[src/ntc_pkg.sv]
// Package for the NTC thermistor temperature filter.
// Holds the resistance table, clamp and scaling constants. No dependencies.
`timescale 1ns / 1ps
package ntc_pkg;

  localparam int TABLE_ENTRIES = 156;
  localparam int IDX_W         = 8;
  localparam int RES_W         = 30;
  localparam int TEMP_W        = 16;
  localparam int PULLUP_W      = 20;
  localparam int WEIGHT_W      = 17;
  localparam int T_MIN_C       = -30;

  localparam logic [0:0] REG_PULLUP = 1'b0;
  localparam logic [0:0] REG_WEIGHT = 1'b1;

  // calibration values in tenths of an ohm
  localparam logic [20:0] CAL_TENTHS [TABLE_ENTRIES] = '{
    21'd1792666, 21'd1684053, 21'd1582726, 21'd1488151, 21'd1399837, 21'd1317332,
    21'd1240216, 21'd1168107, 21'd1100648, 21'd1037512, 21'd978396, 21'd923020,
    21'd871124, 21'd822471, 21'd776837, 21'd734018, 21'd693823, 21'd656077,
    21'd620616, 21'd587288, 21'd555953, 21'd526480, 21'd498747, 21'd472643,
    21'd448062, 21'd424906, 21'd403086, 21'd382516, 21'd363117, 21'd344817,
    21'd327547, 21'd311243, 21'd295847, 21'd281301, 21'd267556, 21'd254562,
    21'd242274, 21'd230650, 21'd219650, 21'd209239, 21'd199380, 21'd190041,
    21'd181193, 21'd172807, 21'd164857, 21'd157317, 21'd150164, 21'd143376,
    21'd136933, 21'd130816, 21'd125005, 21'd119485, 21'd114239, 21'd109252,
    21'd104510, 21'd100000, 21'd95709, 21'd91626, 21'd87738, 21'd84037,
    21'd80512, 21'd77154, 21'd73953, 21'd70903, 21'd67995, 21'd65221,
    21'd62576, 21'd60051, 21'd57642, 21'd55342, 21'd53146, 21'd51049,
    21'd49045, 21'd47130, 21'd45300, 21'd43551, 21'd41878, 21'd40278,
    21'd38748, 21'd37283, 21'd35882, 21'd34540, 21'd33255, 21'd32025,
    21'd30846, 21'd29717, 21'd28635, 21'd27597, 21'd26603, 21'd25649,
    21'd24734, 21'd23856, 21'd23014, 21'd22206, 21'd21431, 21'd20686,
    21'd19970, 21'd19283, 21'd18623, 21'd17989, 21'd17380, 21'd16794,
    21'd16231, 21'd15689, 21'd15168, 21'd14667, 21'd14185, 21'd13722,
    21'd13275, 21'd12845, 21'd12431, 21'd12033, 21'd11649, 21'd11279,
    21'd10923, 21'd10580, 21'd10249, 21'd9930, 21'd9623, 21'd9326,
    21'd9040, 21'd8764, 21'd8498, 21'd8241, 21'd7994, 21'd7754,
    21'd7523, 21'd7300, 21'd7085, 21'd6877, 21'd6676, 21'd6482,
    21'd6295, 21'd6113, 21'd5938, 21'd5769, 21'd5605, 21'd5447,
    21'd5293, 21'd5145, 21'd5002, 21'd4863, 21'd4729, 21'd4599,
    21'd4474, 21'd4352, 21'd4234, 21'd4120, 21'd4009, 21'd3902,
    21'd3799, 21'd3698, 21'd3601, 21'd3506, 21'd3415, 21'd3326
  };

  // Q4 ohms, rounded half up
  function automatic logic [RES_W-1:0] res_entry(input logic [IDX_W-1:0] i);
    logic [RES_W+3:0] v;
    v = (34'(CAL_TENTHS[i]) * 34'd16 + 34'd5) / 34'd10;
    return v[RES_W-1:0];
  endfunction

endpackage

[src/ntc_merge.sv]
// Merging stage: seeds or blends both lane temperatures into the moving averages.
// Depends on ntc_pkg. Forms both products of a channel at once, steps through both channels.
`timescale 1ns / 1ps
module ntc_merge import ntc_pkg::*; #(
  parameter int TEMP_FRAC_BITS = 8
) (
  input  logic                      clk,
  input  logic                      rst,
  input  logic                      start,
  input  logic signed [TEMP_W-1:0]  t1,
  input  logic signed [TEMP_W-1:0]  t2,
  input  logic [WEIGHT_W-1:0]       weight,
  output logic                      done,
  output logic signed [TEMP_W-1:0]  f1,
  output logic signed [TEMP_W-1:0]  f2
);

  localparam int RESET_T = 25 * (1 << TEMP_FRAC_BITS);
  localparam logic signed [TEMP_W-1:0] RESET_TEMP =
    (RESET_T > 32767) ? 16'sh7FFF : TEMP_W'(RESET_T);

  typedef enum logic [3:0] {
    M_IDLE = 4'b0001, M_MUL = 4'b0010, M_ADD = 4'b0100, M_NEXT = 4'b1000
  } mstate_t;

  mstate_t state;
  logic        ch;
  logic [1:0]  seeded;
  logic signed [35:0] pa, pb;
  logic [16:0] w;
  logic signed [TEMP_W-1:0] told, tnew;
  logic signed [36:0] acc;
  logic signed [20:0] q;
  logic signed [TEMP_W-1:0] qs;

  assign w    = (weight > 17'd65536) ? 17'd65536 : weight;
  assign told = ch ? f2 : f1;
  assign tnew = ch ? t2 : t1;
  assign acc  = 37'(pa) + 37'(pb) + 37'sd32768;
  assign q    = 21'(acc >>> 16);
  assign qs   = (q > 21'sd32767) ? 16'sh7FFF : (q < -21'sd32768) ? 16'sh8000 : q[15:0];

  always_ff @(posedge clk) begin
    if (rst) begin
      state  <= M_IDLE;
      done   <= 1'b0;
      seeded <= '0;
      f1     <= RESET_TEMP;
      f2     <= RESET_TEMP;
      ch     <= 1'b0;
    end else begin
      done <= 1'b0;
      case (state)
        M_IDLE: if (start) begin
          ch    <= 1'b0;
          state <= M_MUL;
        end
        M_MUL: begin
          pa    <= 36'(told) * $signed({1'b0, 18'd65536 - 18'(w)});
          pb    <= 36'(tnew) * $signed({1'b0, w});
          state <= M_ADD;
        end
        M_ADD: begin
          if (!seeded[ch]) begin
            if (ch) f2 <= tnew; else f1 <= tnew;
            seeded[ch] <= 1'b1;
          end else if (ch) f2 <= qs;
          else f1 <= qs;
          state <= M_NEXT;
        end
        M_NEXT: begin
          if (ch) begin
            done  <= 1'b1;
            state <= M_IDLE;
          end else begin
            ch    <= 1'b1;
            state <= M_MUL;
          end
        end
        default: state <= M_IDLE;
      endcase
    end
  end

endmodule

[config.mk]
export PLATFORM = sky130hd
export DESIGN_NAME = ntc_merge
export DESIGN_NICKNAME = d
export VERILOG_FILES = /design/src/ntc_pkg.sv /design/src/ntc_merge.sv
export SDC_FILE = /design/constraint.sdc
export NUM_CORES = 2
export LEC_CHECK = 0
export BUFFER_PORTS_ARGS = -buffer_cell sky130_fd_sc_hd__buf_2
export CAP_MARGIN = 20
export CORE_MARGIN = 8
export CORE_UTILIZATION = 35
export DETAILED_ROUTE_END_ITERATION = 6
export PLACE_DENSITY = 0.53
export SYNTH_ARGS = -nofsm -noshare
export SYNTH_HDL_FRONTEND = slang
export SYNTH_SLANG_ARGS = --single-unit
[constraint.sdc]
create_clock -name clk -period 10.69 [get_ports clk]
set_input_delay 2.138 -clock clk [delete_from_list [all_inputs] [get_ports clk]]
set_output_delay 2.138 -clock clk [all_outputs]
set_load 0.01 [all_outputs]
==> results.json <==
{
  "dieArea_um2": 81250,
  "maxCapViolCount": 0,
  "synth.yosys.warnings": 0,
  "critPathKind": "primary input to register",
  "wirelength_mm": 79.43,
  "routedWlPerCell_um": 19.74,
  "fp.dieH_um": 285.0,
  "min_to": "f1[7]$_SDFFE_PP0P_",
  "placed_cell_area_um2": 28260,
  "core_um2": 71610,
  "end_kind": "register",
  "drt_iter0_drc": 1388,
  "layout_min_cycle_time_ps": 10300,
  "clk_pin_slew_ps": 90,
  "path_buf_inv": 8,
  "period_share_pct": 96.34,
  "max_slew_margin_pct": 22.47,
  "slowest_stage": "fa_1",
  "hold_depth": 1,
  "netlist_top_cells_area": "fa_1 34%, ha_1 14%, inv_1 8.5%",
  "worstMarginPinSlew_ps": 1159,
  "timing.fmax_mhz": 97.10,
  "ys_seq_area_share_pct": 11.34,
  "crit_family": "adder cells",
  "cts_tree": "done",
  "antenna_found_initial": 2,
  "crit_start": "weight[11]",
  "synth_enable_flop_cells": 69,
  "io_buffers": 84,
  "synth-seq-cells": 109,
  "vias": 20170,
  "finClkSkew_ps": 17.59,
  "start_kind": "primary input",
  "yosys.area.top_type_share_pct": 33.98,
  "first_global_vias": 21030,
  "netlist_top_cells_count": "573 x inv_1, 430 x fa_1, 381 x nand2_1, 286 x ha_1, 265 x nor2_1",
  "place.gp.congestion": 0.9353,
  "cts-root-buf": "clkbuf_16",
  "start_util_pct": 35.38,
  "ctsResizeCount": 0,
  "max_stage_delay_ps": 580,
  "nets": 3837,
  "path_max_fanout": 7,
  "synth_most_common_cell": "inv_1",
  "ir_drop_uv": 114.3,
  "hold_slack_ps": 498.7,
  "status": "finished, final reports clean",
  "grt_usage_pct": 19.72,
  "required_ps": 10860,
  "worstHoldStart": "f1[7]$_SDFFE_PP0P_",
  "io_pins": 85,
  "slew_viol_final": 0,
  "cts_hold_buffers": 0,
  "grt-ovfl-total": 0,
  "n_fill_cell": 7446,
  "timing.rr.end": "pb[33]$_DFFE_PP_",
  "cts_buffers": 9,
  "dr.pass1.iters": 5,
  "synth_cells": 2836,
  "async_reset_ff_share_pct": 0,
  "netlist_area_um2": 25330,
  "drtAntennaViolNets": 0,
  "p_leak_nw": 14.14,
  "clockBufferDepth": 2,
  "place_hpwl_mm": 67.23,
  "die_x_um": 285.0,
  "r2r_cells": 26,
  "worstHoldPathType": "register to register",
  "cts.sinks": 109,
  "grt_pass1_wl_mm": 123.9,
  "drive_above_1_share_pct": 12.78,
  "setup_viol": 0,
  "via_per_inst": 5.012,
  "reg2reg_setup_slack_ps": 2560,
  "power.density_nw_per_um2": 158.1,
  "htreeDepth": 3,
  "hold_violations": 0,
  "cp_data_arrival_time_ps": 10470,
  "area_delta_synth_final_pct": 12.94,
  "reg2reg_from": "ch$_SDFFE_PP0P_",
  "synth_cell_types": 87,
  "cts_setup_buffers": 0,
  "drcViolationCount": 0,
  "crit_top_cell": "fa_1",
  "rows": 98,
  "syn_avg_cell_area_um2": 8.933,
  "grt_max_degree": 70,
  "clock_latency_ps": 410,
  "synth_top_area_cell": "fa_1",
  "diodes": 0,
  "fin_area_um2": 28610,
  "synth_flop_cell": "edfxtp_1"
}
## worst max path at each step
stage	slack, ps	cells after the start	to
floorplan	530	36	pa[33]$_DFFE_PP_
global placement	-50	38	pa[33]$_DFFE_PP_
detailed placement	-90	37	pa[34]$_DFFE_PP_
CTS	320	37	pa[34]$_DFFE_PP_
global route	-9	37	pa[33]$_DFFE_PP_
finish	390	38	pa[33]$_DFFE_PP_
## layout by cell type (no fill, tap or decap), drive strengths merged, types with 11 or more instances in the layout
cell type	count
inv	577
fa	430
nand2	381
buf	290
ha	286
nor2	265
xnor2	91
a21oi	85
edfxtp	69
o21ai	49
and2	45
a21o	41
dfxtp	40
mux2	32
nand3	28
nor3	28
xor2	27
mux2i	27
and3	26
a32o	25
nand2b	17
nand4	15
nor2b	15
conb	15
o21bai	14
a211oi	12
o21a	11
clkbuf	11
nor4	11
## cell families (layout without fill, tap and decap cells)
logic type	count (synthesis)	in the layout	share of synthesized area, %
other cells	2	15	0.02964
xor+xnor	118	118	4.139
compound gates	310	310	9.003
flops	109	109	11.34
fa+ha+maj	716	716	48.10
simple gates	866	866	15.09
mux	59	59	2.489
buf+inv	656	881	9.803
## worst register-to-register path: cells and delay by family, from the launching register on
| family | cells | cell delay, ps |
|---|---|---|
| buffers and inverters | 6 | 700 |
| muxes | 1 | 650 |
| xor gates and xnor gates | 1 | 110 |
| adders and majority gates | 7 | 3290 |
| and+or+nand+nor | 4 | 610 |
| AOI/OAI and AO/OA | 7 | 1910 |
| DFF | 1 | 640 |
## state kept, by name, summed over array words and instances, names as in the netlist
signal and count:
f1 16, pb 34, pa 35, done 1, seeded 2, ch 1, state 4, f2 16
## per-stage QoR
step                      worst slack [ps]  utilization (%)  std cells  total power, mW  setup TNS (ps)
after floorplan                      529.1                -       2849            3.063               0
after global placement              -46.64            39.47       4008            4.104          -88.97
after detailed placement            -89.32            39.47       4008            4.103          -183.2
after CTS                            316.9            39.93       4024            4.548               0
after global routing                -9.226            39.96       4024            5.026          -9.226
final                                391.2            39.96       4024            4.522               0
## report_power, final
part           total [mW]  switching [mW]  internal, mW
Combinational        3.52            1.95          1.57
Clock               0.393           0.200         0.193
Sequential          0.612         0.00659         0.605
## final cells by class
type	count	area, µm²	share of cell area [%]
Inverter	575	2158	7.543
Clock buffer	11	275.3	0.9620
Clock inverter	5	56.30	0.1968
Tap cell	950	1189	4.154
Multi-Input combinational cell	2084	20070	70.13
Timing Repair Buffer	290	1992	6.962
Sequential cell	109	2877	10.05
## routing by layer
layer	vias up	share of wire [%]	GRT usage [%]
li1	9410	-	-
met1	9959	46	27.98
met2	708	43	30.22
met3	93	9.4	5.082
met4	0	1.9	4.007
met5	-	0	0
Note: power is estimated with default switching activity, not from simulation.
